### src/hdl/des_ks_pkg.sv
package des_ks_pkg;

  localparam int unsigned KeyW   = 64;
  localparam int unsigned CdW    = 56;
  localparam int unsigned HalfW  = 28;
  localparam int unsigned RkW    = 48;
  localparam int unsigned RoundW = 4;
  localparam int unsigned Rounds = 16;
  localparam logic [RoundW-1:0] LastRound = RoundW'(Rounds - 1);

  localparam int unsigned QDepth = 2;
  localparam int unsigned QPtrW  = 1;
  localparam int unsigned QCntW  = 2;

  typedef logic [CdW-1:0] cd_t;

  typedef struct packed {
    logic valid;
    cd_t  cd;
  } q_head_t;

  localparam logic [6:0] Pc1Tab [CdW] = '{
    7'd57, 7'd49, 7'd41, 7'd33, 7'd25, 7'd17, 7'd9,
    7'd1,  7'd58, 7'd50, 7'd42, 7'd34, 7'd26, 7'd18,
    7'd10, 7'd2,  7'd59, 7'd51, 7'd43, 7'd35, 7'd27,
    7'd19, 7'd11, 7'd3,  7'd60, 7'd52, 7'd44, 7'd36,
    7'd63, 7'd55, 7'd47, 7'd39, 7'd31, 7'd23, 7'd15,
    7'd7,  7'd62, 7'd54, 7'd46, 7'd38, 7'd30, 7'd22,
    7'd14, 7'd6,  7'd61, 7'd53, 7'd45, 7'd37, 7'd29,
    7'd21, 7'd13, 7'd5,  7'd28, 7'd20, 7'd12, 7'd4
  };

  localparam logic [5:0] Pc2Tab [RkW] = '{
    6'd14, 6'd17, 6'd11, 6'd24, 6'd1,  6'd5,  6'd3,  6'd28,
    6'd15, 6'd6,  6'd21, 6'd10, 6'd23, 6'd19, 6'd12, 6'd4,
    6'd26, 6'd8,  6'd16, 6'd7,  6'd27, 6'd20, 6'd13, 6'd2,
    6'd41, 6'd52, 6'd31, 6'd37, 6'd47, 6'd55, 6'd30, 6'd40,
    6'd51, 6'd45, 6'd33, 6'd48, 6'd44, 6'd49, 6'd39, 6'd56,
    6'd34, 6'd53, 6'd46, 6'd42, 6'd50, 6'd36, 6'd29, 6'd32
  };

  // rounds with a single-bit rotation
  localparam logic [Rounds-1:0] SingleRot = 16'b1000_0001_0000_0011;

  function automatic cd_t pc1(input logic [KeyW-1:0] key);
    cd_t r;
    for (int i = 0; i < CdW; i++) begin
      r[CdW-1-i] = key[KeyW - int'(Pc1Tab[i])];
    end
    return r;
  endfunction

  function automatic logic [RkW-1:0] pc2(input cd_t cd);
    logic [RkW-1:0] r;
    for (int i = 0; i < RkW; i++) begin
      r[RkW-1-i] = cd[CdW - int'(Pc2Tab[i])];
    end
    return r;
  endfunction

endpackage

### src/hdl/des_ks_front.sv
module des_ks_front (
  input  logic                               in_valid_i,
  input  logic [des_ks_pkg::KeyW-1:0]        key_i,
  input  logic                               q_full_i,
  output logic                               in_stall_o,
  output logic                               push_o,
  output des_ks_pkg::cd_t                    push_cd_o
);

  assign in_stall_o = q_full_i;
  assign push_o     = in_valid_i && !q_full_i;
  assign push_cd_o  = des_ks_pkg::pc1(key_i);

endmodule

### src/hdl/des_ks_queue.sv
module des_ks_queue (
  input  logic                  clk_i,
  input  logic                  rst_ni,
  input  logic                  push_i,
  input  des_ks_pkg::cd_t       push_cd_i,
  input  logic                  pop_i,
  output logic                  full_o,
  output des_ks_pkg::q_head_t   head_o
);

  des_ks_pkg::cd_t                  mem_q [des_ks_pkg::QDepth];
  logic [des_ks_pkg::QPtrW-1:0]     wr_ptr_q, wr_ptr_d;
  logic [des_ks_pkg::QPtrW-1:0]     rd_ptr_q, rd_ptr_d;
  logic [des_ks_pkg::QCntW-1:0]     cnt_q, cnt_d;

  always_comb begin
    wr_ptr_d = wr_ptr_q;
    rd_ptr_d = rd_ptr_q;
    cnt_d    = cnt_q;
    if (push_i) begin
      wr_ptr_d = wr_ptr_q + 1'b1;
    end
    if (pop_i) begin
      rd_ptr_d = rd_ptr_q + 1'b1;
    end
    if (push_i && !pop_i) begin
      cnt_d = cnt_q + 1'b1;
    end else if (pop_i && !push_i) begin
      cnt_d = cnt_q - 1'b1;
    end
  end

  always_ff @(posedge clk_i or negedge rst_ni) begin
    if (!rst_ni) begin
      wr_ptr_q <= '0;
      rd_ptr_q <= '0;
      cnt_q    <= '0;
    end else begin
      wr_ptr_q <= wr_ptr_d;
      rd_ptr_q <= rd_ptr_d;
      cnt_q    <= cnt_d;
    end
  end

  always_ff @(posedge clk_i) begin
    if (push_i) begin
      mem_q[wr_ptr_q] <= push_cd_i;
    end
  end

  assign full_o       = (cnt_q == des_ks_pkg::QCntW'(des_ks_pkg::QDepth));
  assign head_o.valid = (cnt_q != '0);
  assign head_o.cd    = mem_q[rd_ptr_q];

endmodule

### src/hdl/des_ks_back.sv
module des_ks_back (
  input  logic                               clk_i,
  input  logic                               rst_ni,
  input  des_ks_pkg::q_head_t                head_i,
  output logic                               pop_o,
  output logic                               out_valid_o,
  input  logic                               out_stall_i,
  output logic [des_ks_pkg::RkW-1:0]         round_key_o,
  output logic [des_ks_pkg::RoundW-1:0]      round_number_o,
  output logic                               last_o
);

  logic                                busy_q, busy_d;
  logic [des_ks_pkg::RoundW-1:0]       round_q, round_d;
  logic [des_ks_pkg::HalfW-1:0]        c_q, c_d, d_q, d_d, c_rot, d_rot;
  logic                                out_valid_q, out_valid_d;
  logic [des_ks_pkg::RkW-1:0]          rk_q;
  logic [des_ks_pkg::RoundW-1:0]       rn_q;
  logic                                last_q;
  logic                                advance, finish, load;

  always_comb begin
    if (des_ks_pkg::SingleRot[round_q]) begin
      c_rot = {c_q[des_ks_pkg::HalfW-2:0], c_q[des_ks_pkg::HalfW-1]};
      d_rot = {d_q[des_ks_pkg::HalfW-2:0], d_q[des_ks_pkg::HalfW-1]};
    end else begin
      c_rot = {c_q[des_ks_pkg::HalfW-3:0], c_q[des_ks_pkg::HalfW-1 -: 2]};
      d_rot = {d_q[des_ks_pkg::HalfW-3:0], d_q[des_ks_pkg::HalfW-1 -: 2]};
    end
  end

  assign advance = busy_q && (!out_valid_q || !out_stall_i);
  assign finish  = advance && (round_q == des_ks_pkg::LastRound);
  assign load    = head_i.valid && (!busy_q || finish);
  assign pop_o   = load;

  always_comb begin
    busy_d      = busy_q;
    round_d     = round_q;
    c_d         = c_q;
    d_d         = d_q;
    out_valid_d = out_valid_q;
    if (!out_stall_i) begin
      out_valid_d = 1'b0;
    end
    if (advance) begin
      out_valid_d = 1'b1;
      c_d         = c_rot;
      d_d         = d_rot;
      round_d     = round_q + 1'b1;
      if (finish) begin
        busy_d = 1'b0;
      end
    end
    if (load) begin
      busy_d  = 1'b1;
      round_d = '0;
      c_d     = head_i.cd[des_ks_pkg::CdW-1 -: des_ks_pkg::HalfW];
      d_d     = head_i.cd[des_ks_pkg::HalfW-1:0];
    end
  end

  always_ff @(posedge clk_i or negedge rst_ni) begin
    if (!rst_ni) begin
      busy_q      <= 1'b0;
      round_q     <= '0;
      out_valid_q <= 1'b0;
    end else begin
      busy_q      <= busy_d;
      round_q     <= round_d;
      out_valid_q <= out_valid_d;
    end
  end

  always_ff @(posedge clk_i) begin
    c_q <= c_d;
    d_q <= d_d;
    if (advance) begin
      rk_q   <= des_ks_pkg::pc2({c_rot, d_rot});
      rn_q   <= round_q;
      last_q <= finish;
    end
  end

  assign out_valid_o    = out_valid_q;
  assign round_key_o    = rk_q;
  assign round_number_o = rn_q;
  assign last_o         = last_q;

endmodule

### src/hdl/des_key_schedule.sv
// DES key schedule.
// Input channel: in_valid_i / in_stall_o carry one 64-bit key word (key_i,
// bit 1 of the standard is the MSB, parity bits ignored).
// Output channel: out_valid_o / out_stall_i carry sixteen round key words
// per key: round_key_o (48 bits after PC2), round_number_o (0 to 15) and
// last_o, high on the sixteenth.
// A key is reduced by PC1 on entry and held in a two-deep queue; the round
// unit takes it from there and produces one round key per cycle, while the
// output does not stall, by rotating the C and D halves, so each key holds
// the round unit for its sixteen rounds. The first round key of a key is
// registered on the output behind the queue entry and the C and D registers.
// While the queue holds the next key, keys follow with no gap on the output.
// When the receiver stalls, the output word holds and the round unit waits;
// the queue keeps taking keys until both entries are full.
// Reset clears the queue, the round unit and the output valid; words in
// flight are dropped.
module des_key_schedule (
  input  logic                               clk_i,
  input  logic                               rst_ni,
  input  logic                               in_valid_i,
  output logic                               in_stall_o,
  input  logic [des_ks_pkg::KeyW-1:0]        key_i,
  output logic                               out_valid_o,
  input  logic                               out_stall_i,
  output logic [des_ks_pkg::RkW-1:0]         round_key_o,
  output logic [des_ks_pkg::RoundW-1:0]      round_number_o,
  output logic                               last_o
);

  logic                 q_full, push, pop;
  des_ks_pkg::cd_t      push_cd;
  des_ks_pkg::q_head_t  head;

  des_ks_front u_front (
    .in_valid_i (in_valid_i),
    .key_i      (key_i),
    .q_full_i   (q_full),
    .in_stall_o (in_stall_o),
    .push_o     (push),
    .push_cd_o  (push_cd)
  );

  des_ks_queue u_queue (
    .clk_i     (clk_i),
    .rst_ni    (rst_ni),
    .push_i    (push),
    .push_cd_i (push_cd),
    .pop_i     (pop),
    .full_o    (q_full),
    .head_o    (head)
  );

  des_ks_back u_back (
    .clk_i          (clk_i),
    .rst_ni         (rst_ni),
    .head_i         (head),
    .pop_o          (pop),
    .out_valid_o    (out_valid_o),
    .out_stall_i    (out_stall_i),
    .round_key_o    (round_key_o),
    .round_number_o (round_number_o),
    .last_o         (last_o)
  );

endmodule

### config.mk
export PLATFORM = sky130hd
export DESIGN_NAME = des_key_schedule
export DESIGN_NICKNAME = d
export VERILOG_FILES = /design/src/hdl/des_ks_pkg.sv /design/src/hdl/des_ks_front.sv /design/src/hdl/des_ks_queue.sv /design/src/hdl/des_ks_back.sv /design/src/hdl/des_key_schedule.sv
export SDC_FILE = /design/constraint.sdc
export NUM_CORES = 1
export LEC_CHECK = 0
export ABC_AREA = 1
export BUFFER_PORTS_ARGS = -buffer_cell sky130_fd_sc_hd__buf_2
export CORE_AREA = 3 3 154 156
export DETAILED_ROUTE_END_ITERATION = 8
export DIE_AREA = 0 0 157 159
export PLACE_DENSITY = 0.72
export SLEW_MARGIN = 25
export SYNTH_ARGS = -nofsm -noshare
export SYNTH_HDL_FRONTEND = slang
export SYNTH_SLANG_ARGS = --single-unit
### constraint.sdc
create_clock -name clk_i -period 3.4 [get_ports clk_i]
set_input_delay 0.51 -clock clk_i [delete_from_list [all_inputs] [get_ports clk_i]]
set_output_delay 0.51 -clock clk_i [all_outputs]
set_load 0.02 [all_outputs]
# ---- Word level (Yosys, flattened, before mapping)
# Memory sizes are Yosys's and may differ from the RTL's.
# Index checks and enable logic that the tools add are counted.
# W data, S select, Z words.
dict set report word_totals {
  reg_bits 119
  latch_bits 0
  mem_bits_rw 112
  romBits 16
  in_bits 68
  word_cells 59
  memories 2
}
# name words word_bits read_ports rd_ports_with_merged_regs wr line
set memory_table {}
lappend memory_table {u_queue.mem_q 2 56 1 0 1 des_ks_queue.sv:11} ;# des_ks_pkg::cd_t mem_q [des_ks_pkg::QDepth];
lappend memory_table {{(no name shown)} 16 1 1 0 0 des_ks_back.sv:23} ;# if (des_ks_pkg::SingleRot[round_q]) begin
dict set report classes {
  add_sub_neg 5
  multipliers 0
  div_mod_pow 0
  order_cmp 1
  n_eq_ne 3
  shifts 0
  muxes 18
  n_bitwise 0
  n_reduce_logical 19
}
# op count
set op_table {}
lappend op_table {{$mux W28} 6}
lappend op_table {{$mux W1} 8}
lappend op_table {{$mux W4} 2}
lappend op_table {{$reduce_bool A2 Y1} 4}
lappend op_table {{$logic_and A1 B1 Y1} 6}
lappend op_table {{$logic_not A1 Y1} 6}
lappend op_table {{$lt A4 B5 Y1 const B} 1}
lappend op_table {{$add A4 B1 Y4 const B} 1}
lappend op_table {{$eq A4 B4 Y1 const B} 1}
lappend op_table {{$mux W2} 2}
lappend op_table {{$add A1 B1 Y1 const B} 2}
lappend op_table {{$add A2 B1 Y2 const B} 1}
lappend op_table {{$eq A2 B2 Y1 const B} 1}
lappend op_table {{$logic_or A1 B1 Y1} 2}
lappend op_table {{$ne A2 B1 Y1 const B} 1}
lappend op_table {{$reduce_and A2 Y1} 1}
lappend op_table {{$sub A2 B1 Y2 const B} 1}

# ---- Longest topological paths before layout
# Gate-level depths: netlist (run 1).
dict set report depth {
  ltp_word 9
  ltp_mapped 9
  ltp_nobuf 8
}

# ---- Cells and area by module
# Synthesis (run 1) repeated with hierarchy kept, for this count alone.
dict set report unflattened {
  hier_cells 850
  hier_area_um2 10562.6
}
# module n_inst cells_each area_each_um2 seq_area_each_um2
set modules_own_cells {}
lappend modules_own_cells {des_ks_back 1 592 5756.8 3423.3}
lappend modules_own_cells {des_ks_queue 1 199 4367.9 3463.3}
lappend modules_own_cells {des_ks_front 1 59 437.9 0.0}

# ---- Least setup slack after synthesis (run 1)
# OpenSTA, ideal clock, no wires.
dict set report synth_timing {
  path_type {input to register}
  start {input port in_valid_i}
  end {memory u_queue.mem_q[1][0] in the netlist's numbering (enable)}
  setup_ps 472
  arrival_time_ps 3019
  t_required_ps 2928
  slack_ps -90
  cell_stages 2
  path_cell_list {o21ai_0 nor2_1}
}
dict set report synth_via {
  elab_chain_cells 3
}
# element line
set synth_lines {}
lappend synth_lines {{start, declared} des_key_schedule.sv:20} ;# input logic in_valid_i,
lappend synth_lines {{$logic_and A1 B1 Y1} des_ks_front.sv:11} ;# assign push_o = in_valid_i && !q_full_i;
lappend synth_lines {{$mux W1} des_ks_queue.sv:46} ;# if (push_i) begin
lappend synth_lines {{$mux W1 (not written as such)} des_ks_queue.sv:47} ;# mem_q[wr_ptr_q] <= push_cd_i;
lappend synth_lines {{end, declared} des_ks_queue.sv:11}
# No other way between the ends.

# ---- Worst setup path after layout (run 1)
dict set report layout_timing {
  start {register u_back.round_q[1] in the netlist's numbering}
  end {register u_back.c_q[17] in the netlist's numbering (enable)}
}
dict set report layout_via {
  elab_chain_cells 5
}
# element line
set layout_lines {}
lappend layout_lines {{start, declared} des_ks_back.sv:14} ;# logic [des_ks_pkg::RoundW-1:0] round_q, round_d;
lappend layout_lines {{start signal, assigned} des_ks_back.sv:70} ;# round_q <= round_d;
lappend layout_lines {{$eq A4 B4 Y1} des_ks_back.sv:33} ;# assign finish = advance && (round_q == des_ks_pkg::LastRound);
lappend layout_lines {{$logic_and A1 B1 Y1} des_ks_back.sv:33}
lappend layout_lines {{$logic_or A1 B1 Y1} des_ks_back.sv:34} ;# assign load = head_i.valid && (!busy_q || finish);
lappend layout_lines {{$logic_and A1 B1 Y1} des_ks_back.sv:34}
lappend layout_lines {{$reduce_bool A2 Y1 (no source line)} n/a}
lappend layout_lines {{end signal, assigned} des_ks_back.sv:76} ;# c_q <= c_d;
lappend layout_lines {{end, declared} des_ks_back.sv:15} ;# logic [des_ks_pkg::HalfW-1:0] c_q, c_d, d_q, d_d, c_rot, d_rot;
# No other way between the ends.
# A chain may end at the register's enable or synchronous reset.

==> flow_summary.yaml, run 1 <==
die:
  die_x_um: 157
  initial_utilization: 0.444
  rows: 55
  core_area_sq_um: 22500
  fp.dieH_um: 159
  io_pins: 123
  die-area_sq_um: 25000
cts:
  cts_sinks: 231
  clockBufferDepth: 3
  numCtsBuffers: 23
  cts_tree: "done"
  worstSkewPairLatency_ps: 500
  clk_root_buffer_cell: "clkbuf_16"
  postCtsSetupBuffers: 0
  cts_resized: 0
  htreeDepth: 1
  clkTransAtPathRegs_ps: 60
final_layout:
  syn2layout_area_growth_pct: 15.6
  n_antenna_cell: 0
  final_util: 0.514
  layout_common_cells: "240 x nand2_1, 221 x edfxtp_1, 171 x nand3_1, 114 x buf_2, 68 x inv_1"
  fill_cells: 1907
  layout.nets: 1071
  drive_gt1_frac: 0.169
  final_common_cell: "nand2_1"
power:
  power.share.clock: 0.188
  p_per_area_nw_per_um2: 1100
  p_int_uw: 7840
  finalPower_uw: 12700
  switching_share: 0.383
  leakage_uw: 0.00491
  p_seq_frac: 0.402
  netSwitchingPower_uw: 4870
  combPwrFrac: 0.410
  peakVddDrop_v: 0.000521
worst_setup_path:
  timing.critical_path.to: "u_back.c_q[17]$_DFFE_PP_"
  r2r_end: "u_back.c_q[17]$_DFFE_PP_"
  crit_required_ps: 3590
  crit_start: "u_back.round_q[1]$_DFFE_PN0P_"
  reg2reg_depth: 6
  path_class: "flip-flop to flip-flop"
  rrSetupSlack_ps: 1210
  cp.arrival_ps: 2380
  critPathMaxFanout: 19
  r2r-start: "u_back.round_q[1]$_DFFE_PN0P_"
  end_kind: "flip-flop"
  start_kind: "flip-flop"
routing:
  ant_nets: 0
  via_per_inst: 5.21
  vias: 6767
  drtIter0Drc: 711
  finalWirelength_mm: 20.7
  drc_errors: 0
  dr.pass1.iters: 6
  wl_per_cell_um: 15.9
sta:
  finClkSkew_ps: 8.67
  setup_violations: 0
  period_minus_slack_ps: 2190
  report.final.hold_viol_count: 0
  setup-tns-final_ps: 0
  rsz0062_at_grt: "no"
  finalMaxSlewViolations: 0
  tightest_slew_ps: 749
  clock.fmax_mhz: 456
  postLayoutSetupSlackWorst_ps: 1210
  relSlewSlack: 0.495
  fin_crit_sh: 0.645
synthesis:
  avgSynthCellArea_sq_um: 11.0
  seq_area_frac_synth: 0.689
  syn_nets: 976
  synth_cell_types: 19
  ys.warnings.count: 0
  synth_area_sq_um: 10000
  ys_seq_elements: 231
  syn_inst: 905
global_routing:
  antenna_found_initial: 7
  grt_start_max_net_pins: 61
  grt.total_usage: 0.161
  grt.overflow.total: 0
  grt_pass1_vias: 6277
  grt_pass1_wl_mm: 32.7
hold_path:
  min-delay-start: "key_i[19]"
  hp-class: "primary input to flip-flop"
placed_design:
  place_congestion: 0.781
  io_buffer_count: 114
  dpl_worst_slack_ps: 1200
  post-dp-hpwl_mm: 13.0
job:
  max_cap_viol_count: 0
run_status:
  status: "finished clean"
-- power by group through the flow --
stage,sequential [uW],clock [uW],combinational [uW]
6_report,5110,2390,5210
5_1_grt,5210,2570,5840
4_1_cts,5120,2440,5220
3_5_place_dp,5170,0,5190
3_3_place_gp,5150,0,5090
2_1_floorplan,5600,0,3320
-- layout make-up --
| cell class | instances | area (sq um) | share of cell area |
|---|---|---|---|
| Timing Repair Buffer | 130 | 706 | 0.0611 |
| Clock inverter | 10 | 98.8 | 0.00855 |
| Sequential cell | 231 | 6890 | 0.596 |
| Inverter | 69 | 259 | 0.0224 |
| Tap cell | 285 | 357 | 0.0309 |
| Clock buffer | 30 | 612 | 0.0529 |
| Multi-Input combinational cell | 545 | 2640 | 0.228 |
-- kinds of logic (layout without fill, tap and decap cells) --
family	after synthesis	after routing	synth area share
AO/OA/AOI/OAI	7	7	0.00413
XOR/XNOR	2	2	0.00175
adder cells (fa/ha/maj)	3	3	0.00375
buffers and inverters	129	239	0.0537
flip-flops	231	231	0.689
AND/OR/NAND/NOR	533	533	0.248
-- synth_stat cells --
master | instances | area share
a21oi_1 | 1 | 0.00050
a22oi_1 | 1 | 0.00075
and2_1 | 48 | 0.030
buf_1 | 8 | 0.0030
buf_2 | 36 | 0.018
buf_4 | 2 | 0.0015
clkbuf_1 | 14 | 0.0053
dfrtp_1 | 10 | 0.025
edfxtp_1 | 221 | 0.66
ha_1 | 3 | 0.0038
inv_1 | 69 | 0.026
nand2_1 | 243 | 0.091
nand3_1 | 175 | 0.088
nand4_1 | 56 | 0.035
nor2_1 | 11 | 0.0041
o21ai_0 | 4 | 0.0020
o21ai_2 | 1 | 0.00088
xnor2_1 | 1 | 0.00088
xor2_1 | 1 | 0.00088
-- registers in the layout, summed over array words and instances, names as in the netlist --
| name | count |
|---|---|
| u_back.last_o | 1 |
| u_back.round_number_o | 4 |
| u_back.c_q | 28 |
| u_back.round_q | 4 |
| u_queue.wr_ptr_q | 1 |
| u_queue.rd_ptr_q | 1 |
| u_queue.cnt_q | 2 |
| u_back.round_key_o | 48 |
| u_back.out_valid_o | 1 |
| u_back.d_q | 28 |
| u_queue.mem_q | 112 |
| u_back.busy_q | 1 |
-- what timing repair did --
action | CTS | global route
hold endpoints to repair | 10 | 0
hold buffers | 1 | 0
endpoints found under the setup margin | 0 | 0
-- critical path: stages (launching register included) --
cell	delay, ps
dfrtp_1	490
ha_1	280
nand3_2	120
o21ai_4	170
nand2_2	100
nand2_2	390
buf_4	320
-- how the worst min path moves through the flow --
stage	depth (start not counted)	slack, ps	endpoint
finish	1	200	u_queue.mem_q[1][9]$_DFFE_PP_
global route	1	180	u_queue.mem_q[1][54]$_DFFE_PP_
CTS	1	180	u_queue.mem_q[0][28]$_DFFE_PP_
detailed placement	1	400	u_queue.cnt_q[0]$_DFFE_PN0P_
global placement	1	400	u_queue.cnt_q[0]$_DFFE_PN0P_
floorplan	0	210	u_back.busy_q$_DFFE_PN0P_
-- stage by stage --
step | instances | instance area, sq um | hold WS (ps)
finish | 1300 | 11600 | 198
global route | 1300 | 11600 | 183
CTS | 1300 | 11600 | 181
detailed placement | 1259 | 10800 | 397
global placement | 1259 | 10800 | 396
floorplan | 905 | 10000 | 214
-- layer usage --
metal / wire (um) / global-route usage / vias up
li1: - / - / 3324
met1: 9500 / 0.248 / 3142
met2: 9050 / 0.234 / 245
met3: 1740 / 0.0416 / 42
met4: 320 / 0.0334 / 14
met5: 91 / 0 / -
(Power assumes the default switching activity.)
==> run 2, diff against run 1 <==
--- a/config.mk
+++ b/config.mk
@@ -10,7 +10,7 @@
 export CORE_AREA = 3 3 154 156
 export DETAILED_ROUTE_END_ITERATION = 8
 export DIE_AREA = 0 0 157 159
-export PLACE_DENSITY = 0.72
+export PLACE_DENSITY = 0.69
 export SLEW_MARGIN = 25
 export SYNTH_ARGS = -nofsm -noshare
 export SYNTH_HDL_FRONTEND = slang
==> constraint.sdc (replaced) <==
create_clock -name clk_i -period 2.17 [get_ports clk_i]
set_input_delay 0.3255 -clock clk_i [delete_from_list [all_inputs] [get_ports clk_i]]
set_output_delay 0.3255 -clock clk_i [all_outputs]
set_load 0.02 [all_outputs]
==> run 2 against run 1 <==
Combinational power rose by 67%. Critical path type unchanged. First-iteration DRC count fell by 21%. Sequential share of layout area fell by 3.1 points. Worst hold slack got worse by 180 ps. Setup slack got worse by 1100 ps. Non-clock buffer count rose by 59.
==> flow_summary.yaml, run 2 (synthesis results as in run 1) <==
global_routing:
  grt_pass1_wl_mm: 33.4
  grt-busiest-layer: "met1"
  grt_start_max_net_pins: 58
  grt.total_usage: 0.165
  antenna_found_initial: 0
  grt.overflow.total: 0
  use_met2: 0.243
  globalRouteMet1Util: 0.252
  grt_pass1_vias: 6494
  grt_use_met3: 0.0285
worst_setup_path:
  cp.arrival_ps: 2440
  r2r-start: "u_back.round_q[1]$_DFFE_PN0P_"
  critPathMaxFanout: 5
  crit_start: "u_back.round_q[1]$_DFFE_PN0P_"
  crit_required_ps: 2540
  path_class: "flip-flop to flip-flop"
  start_kind: "flip-flop"
  end_kind: "flip-flop"
routing:
  vias: 6922
  finalWirelength_mm: 21.1
  wl_per_cell_um: 15.5
  via_per_inst: 5.09
  dr.pass1.iters: 8
  drtIter0Drc: 564
  ant_nets: 0
  drc_errors: 0
power:
  finalPower_uw: 20100
  p_per_area_nw_per_um2: 1650
  leakage_uw: 0.00518
  peakVddDrop_v: 0.000839
sta:
  period_minus_slack_ps: 2070
  setup_violations: 0
  tightest_slew_ps: 618
  relSlewSlack: 0.588
  postLayoutSetupSlackWorst_ps: 100
  finalMaxSlewViolations: 0
  clock.fmax_mhz: 483
  setup-tns-final_ps: 0
  report.final.hold_viol_count: 0
  fin_crit_sh: 0.954
  finClkSkew_ps: 12.9
placed_design:
  placed_cells: 1270
  postPlaceCellArea_sq_um: 11100
  dpl_worst_slack_ps: 116
  place_congestion: 0.814
  io_buffer_count: 114
  post-dp-hpwl_mm: 13.5
cts:
  clockBufferDepth: 3
  clkTransAtPathRegs_ps: 60
  clk_root_buffer_cell: "clkbuf_16"
  worstSkewPairLatency_ps: 510
  cts_tree: "done"
  cts_sinks: 231
  numCtsBuffers: 23
  htreeDepth: 1
final_layout:
  syn2layout_area_growth_pct: 22.0
  final_cells: 1359
  drive_gt1_frac: 0.171
  layout_common_cells: "240 x nand2_1, 221 x edfxtp_1, 171 x nand3_1, 114 x buf_2, 68 x inv_1"
  final_common_cell: "nand2_1"
  top_register: "u_queue.mem_q"
  finalInstanceArea_sq_um: 12200
  largest_register_ffs: 112
  layout.nets: 1130
die:
  io_pins: 123
  core_area_sq_um: 22500
  rows: 55
  fp.dieH_um: 159
  die_x_um: 157
  die-area_sq_um: 25000
  initial_utilization: 0.444
run_status:
  status: "finished clean"
hold_path:
  min-delay-start: "key_i[31]"
  hp-class: "primary input to flip-flop"
job:
  max_cap_viol_count: 0
[run 2: changes by cell type in the layout (fill, tap and decap cells not counted), sizes merged]
cell         change
bufinv           -2
dlygate4sd3     +46
clkbuf           -2
clkinv           +3
buf             +13
diode            +1
[run 2: what timing repair did]
| action | 4_1_cts | 5_1_grt |
|---|---|---|
| hold buffers | 47 | 0 |
| endpoints found under the hold margin | 102 | 0 |
| endpoints found under the setup margin | 0 | 1 |
| gates resized for setup | 0 | 1 |
| setup buffers | 0 | 2 |
[run 2: final timing paths]
kind | endpoint | slack (ps) | cells after the start
max reg2reg | u_queue.cnt_q[1]$_DFFE_PN0P_ | 100 | 8
min | u_queue.mem_q[1][52]$_DFFE_PP_ | 20 | 1
max in group asynchronous | u_back.round_q[0]$_DFFE_PN0P_ | 1680 | 2
max | u_queue.cnt_q[1]$_DFFE_PN0P_ | 100 | 8
min reg2reg | u_back.round_number_o[0]$_DFFE_PP_ | 530 | 0
min in group asynchronous | u_queue.cnt_q[0]$_DFFE_PN0P_ | 260 | 2
[run 2: final cells by class]
cell class	count	area [sq um]
multi-input cells	545	2650
inverters	69	263
flip-flops and latches	231	6890
repair buffers	189	1400
clock buffers	28	594
clock inverters	11	51.3
diodes	1	2.50
fillers	1908	10300
well taps	285	357
[run 2: critical path: stages, from the launching register on]
cell,delay (ps)
dfrtp_1,420
ha_2,250
nand3_2,130
o21ai_4,270
nand2_2,130
ha_1,340
a21oi_1,110
o21ai_0,130
xor2_1,160
[run 2: per-layer routing]
metal,up-vias,share of wire
met1,3202,0.47
met2,241,0.44
met5,-,0
met4,0,0.022
li1,3448,-
met3,31,0.069
[run 2: where the power goes]
part	leakage (uW)	internal, uW	switching (uW)
registers	0.00224	7520	460
clock network	0.000319	1930	1530
logic	0.00262	2960	5740
total	0.00518	12400	7730
[run 2: through the flow]
stage | hold WS, ps | utilization
finish | 15.5 | 0.542
global placement | 216 | 0.492
floorplan | 29.9 | -
CTS | 0.0147 | 0.541
global route | 0.367 | 0.542
detailed placement | 218 | 0.492
==> run 3, diff against run 2 <==
--- a/config.mk
+++ b/config.mk
@@ -10,7 +10,8 @@
 export CORE_AREA = 3 3 154 156
 export DETAILED_ROUTE_END_ITERATION = 8
 export DIE_AREA = 0 0 157 159
-export PLACE_DENSITY = 0.69
+export PLACE_DENSITY = 0.62
+export SETUP_SLACK_MARGIN = 0.2
 export SLEW_MARGIN = 25
 export SYNTH_ARGS = -nofsm -noshare
 export SYNTH_HDL_FRONTEND = slang
==> run 3 against run 2 <==
Non-clock buffer count fell by 2. Clock-buffer cell count rose by 5. Setup slack improved by 140 ps. Sequential cell count did not move. Routed wire length rose by 6.5%. Critical path depth did not move. Sequential power barely moved. Combinational power barely moved. Clock power rose by 20%. Critical path type unchanged. Critical endpoint unchanged.
==> flow_summary.yaml, run 3 (synthesis results as in run 1) <==
sta:
  postLayoutSetupSlackWorst_ps: 241
  relSlewSlack: 0.576
  setup_violations: 0
  period_minus_slack_ps: 1930
  tightest_slew_ps: 635
  whs_ps: 18.3
  clock.fmax_mhz: 518
  fin_crit_sh: 0.889
  finClkSkew_ps: 10.6
  report.final.hold_viol_count: 0
  finalMaxSlewViolations: 0
  rsz0062_at_grt: "yes"
global_routing:
  grt_pass1_wl_mm: 35.4
  grt_pass1_vias: 6533
  grt.overflow.total: 0
  antenna_found_initial: 0
  grt.total_usage: 0.176
  grt_start_max_net_pins: 59
cts:
  cts_sinks: 231
  clk_root_buffer_cell: "clkbuf_16"
  clockBufferDepth: 3
  numCtsBuffers: 25
  worstSkewPairLatency_ps: 520
  clkTransAtPathRegs_ps: 60
  cts_tree: "done"
  htreeDepth: 1
job:
  max_cap_viol_count: 0
worst_setup_path:
  r2r-start: "u_back.round_q[0]$_DFFE_PN0P_"
  r2r_end: "u_queue.cnt_q[1]$_DFFE_PN0P_"
  path_class: "flip-flop to flip-flop"
  critPathMaxFanout: 4
  crit_required_ps: 2560
  cp.arrival_ps: 2320
  crit_start: "u_back.round_q[0]$_DFFE_PN0P_"
  rrSetupSlack_ps: 240
  start_kind: "flip-flop"
  end_kind: "flip-flop"
  reg2reg_depth: 8
routing:
  finalWirelength_mm: 22.5
  wl_per_cell_um: 16.5
  via_per_inst: 5.11
  vias: 6965
  drtIter0Drc: 598
  dr.pass1.iters: 5
  drc_errors: 0
  ant_nets: 0
final_layout:
  final_cells: 1362
  layout_common_cells: "239 x nand2_1, 221 x edfxtp_1, 171 x nand3_1, 114 x buf_2, 68 x inv_1"
  largest_register_ffs: 112
  top_register: "u_queue.mem_q"
  final_common_cell: "nand2_1"
  layout.nets: 1130
  fill_cells: 1929
  n_antenna_cell: 0
  final_util: 0.550
  drive_gt1_frac: 0.175
  syn2layout_area_growth_pct: 23.7
hold_path:
  min_path_cells: 1
  hp-class: "primary input to flip-flop"
  min-delay-start: "key_i[35]"
  holdPathEnd: "u_queue.mem_q[1][7]$_DFFE_PP_"
die:
  io_pins: 123
  rows: 55
  initial_utilization: 0.444
  core_area_sq_um: 22500
  fp.dieH_um: 159
  die_x_um: 157
  die-area_sq_um: 25000
placed_design:
  io_buffer_count: 114
  placed_cells: 1265
  post-dp-hpwl_mm: 13.3
  place_congestion: 0.744
  dpl_worst_slack_ps: 173
power:
  finalPower_uw: 20800
  p_per_area_nw_per_um2: 1680
  peakVddDrop_v: 0.00100
  leakage_uw: 0.00526
run_status:
  status: "finished clean"
[run 3: through the flow]
stage | instance area, sq um | TNS (ps)
4_1_cts | 12300 | 0
5_1_grt | 12400 | 0
3_3_place_gp | 11000 | 0
2_1_floorplan | 10100 | -38530
3_5_place_dp | 11000 | 0
6_report | 12400 | 0
[run 3: cell type report]
cell class / count / area [sq um] / share of cell area
multi-input cells: 545 / 2680 / 0.217
clock inverters: 12 / 110 / 0.00890
inverters: 69 / 263 / 0.0212
repair buffers: 187 / 1390 / 0.112
clock buffers: 33 / 686 / 0.0554
flip-flops and latches: 231 / 6890 / 0.557
well taps: 285 / 357 / 0.0288
[run 3: worst max-delay path: stages, from the launching register on]
cell and delay (ps):
dfrtp_1 420, ha_4 170, nand3_2 120, o21ai_4 270, nand2_4 120, ha_1 330
a21oi_1 120, o21ai_1 100, xor2_1 150
[run 3: how the worst max path moves through the flow]
stage	end	slack [ps]	cells after the start
after global routing	u_queue.cnt_q[1]$_DFFE_PN0P_	130	8
after detailed placement	u_queue.cnt_q[1]$_DFFE_PN0P_	170	8
after floorplan	u_queue.mem_q[1][0]$_DFFE_PP_	-350	3
after CTS	u_queue.cnt_q[1]$_DFFE_PN0P_	200	8
final	u_queue.cnt_q[1]$_DFFE_PN0P_	240	8
after global placement	u_queue.cnt_q[1]$_DFFE_PN0P_	210	8
[run 3: report_power, final]
group | total [uW] | internal, uW | switching (uW)
Sequential | 7980 | 7530 | 446
Combinational | 8720 | 2900 | 5820
Clock | 4140 | 2450 | 1690
Total | 20800 | 12900 | 7960
[run 3: repair_timing]
item | CTS | global route
pin swaps | 1 | 1
hold buffers | 48 | 2
setup endpoints to repair | 1 | 43
gates resized for setup | 1 | 4
hold endpoints to repair | 102 | 4
gates cloned | 0 | 1
setup buffers | 0 | 1
[run 3: per-layer routing]
metal | track usage | share of wire
met5 | 0 | 0
met4 | 0.0394 | 0.015
met3 | 0.0302 | 0.058
met2 | 0.243 | 0.43
met1 | 0.291 | 0.50
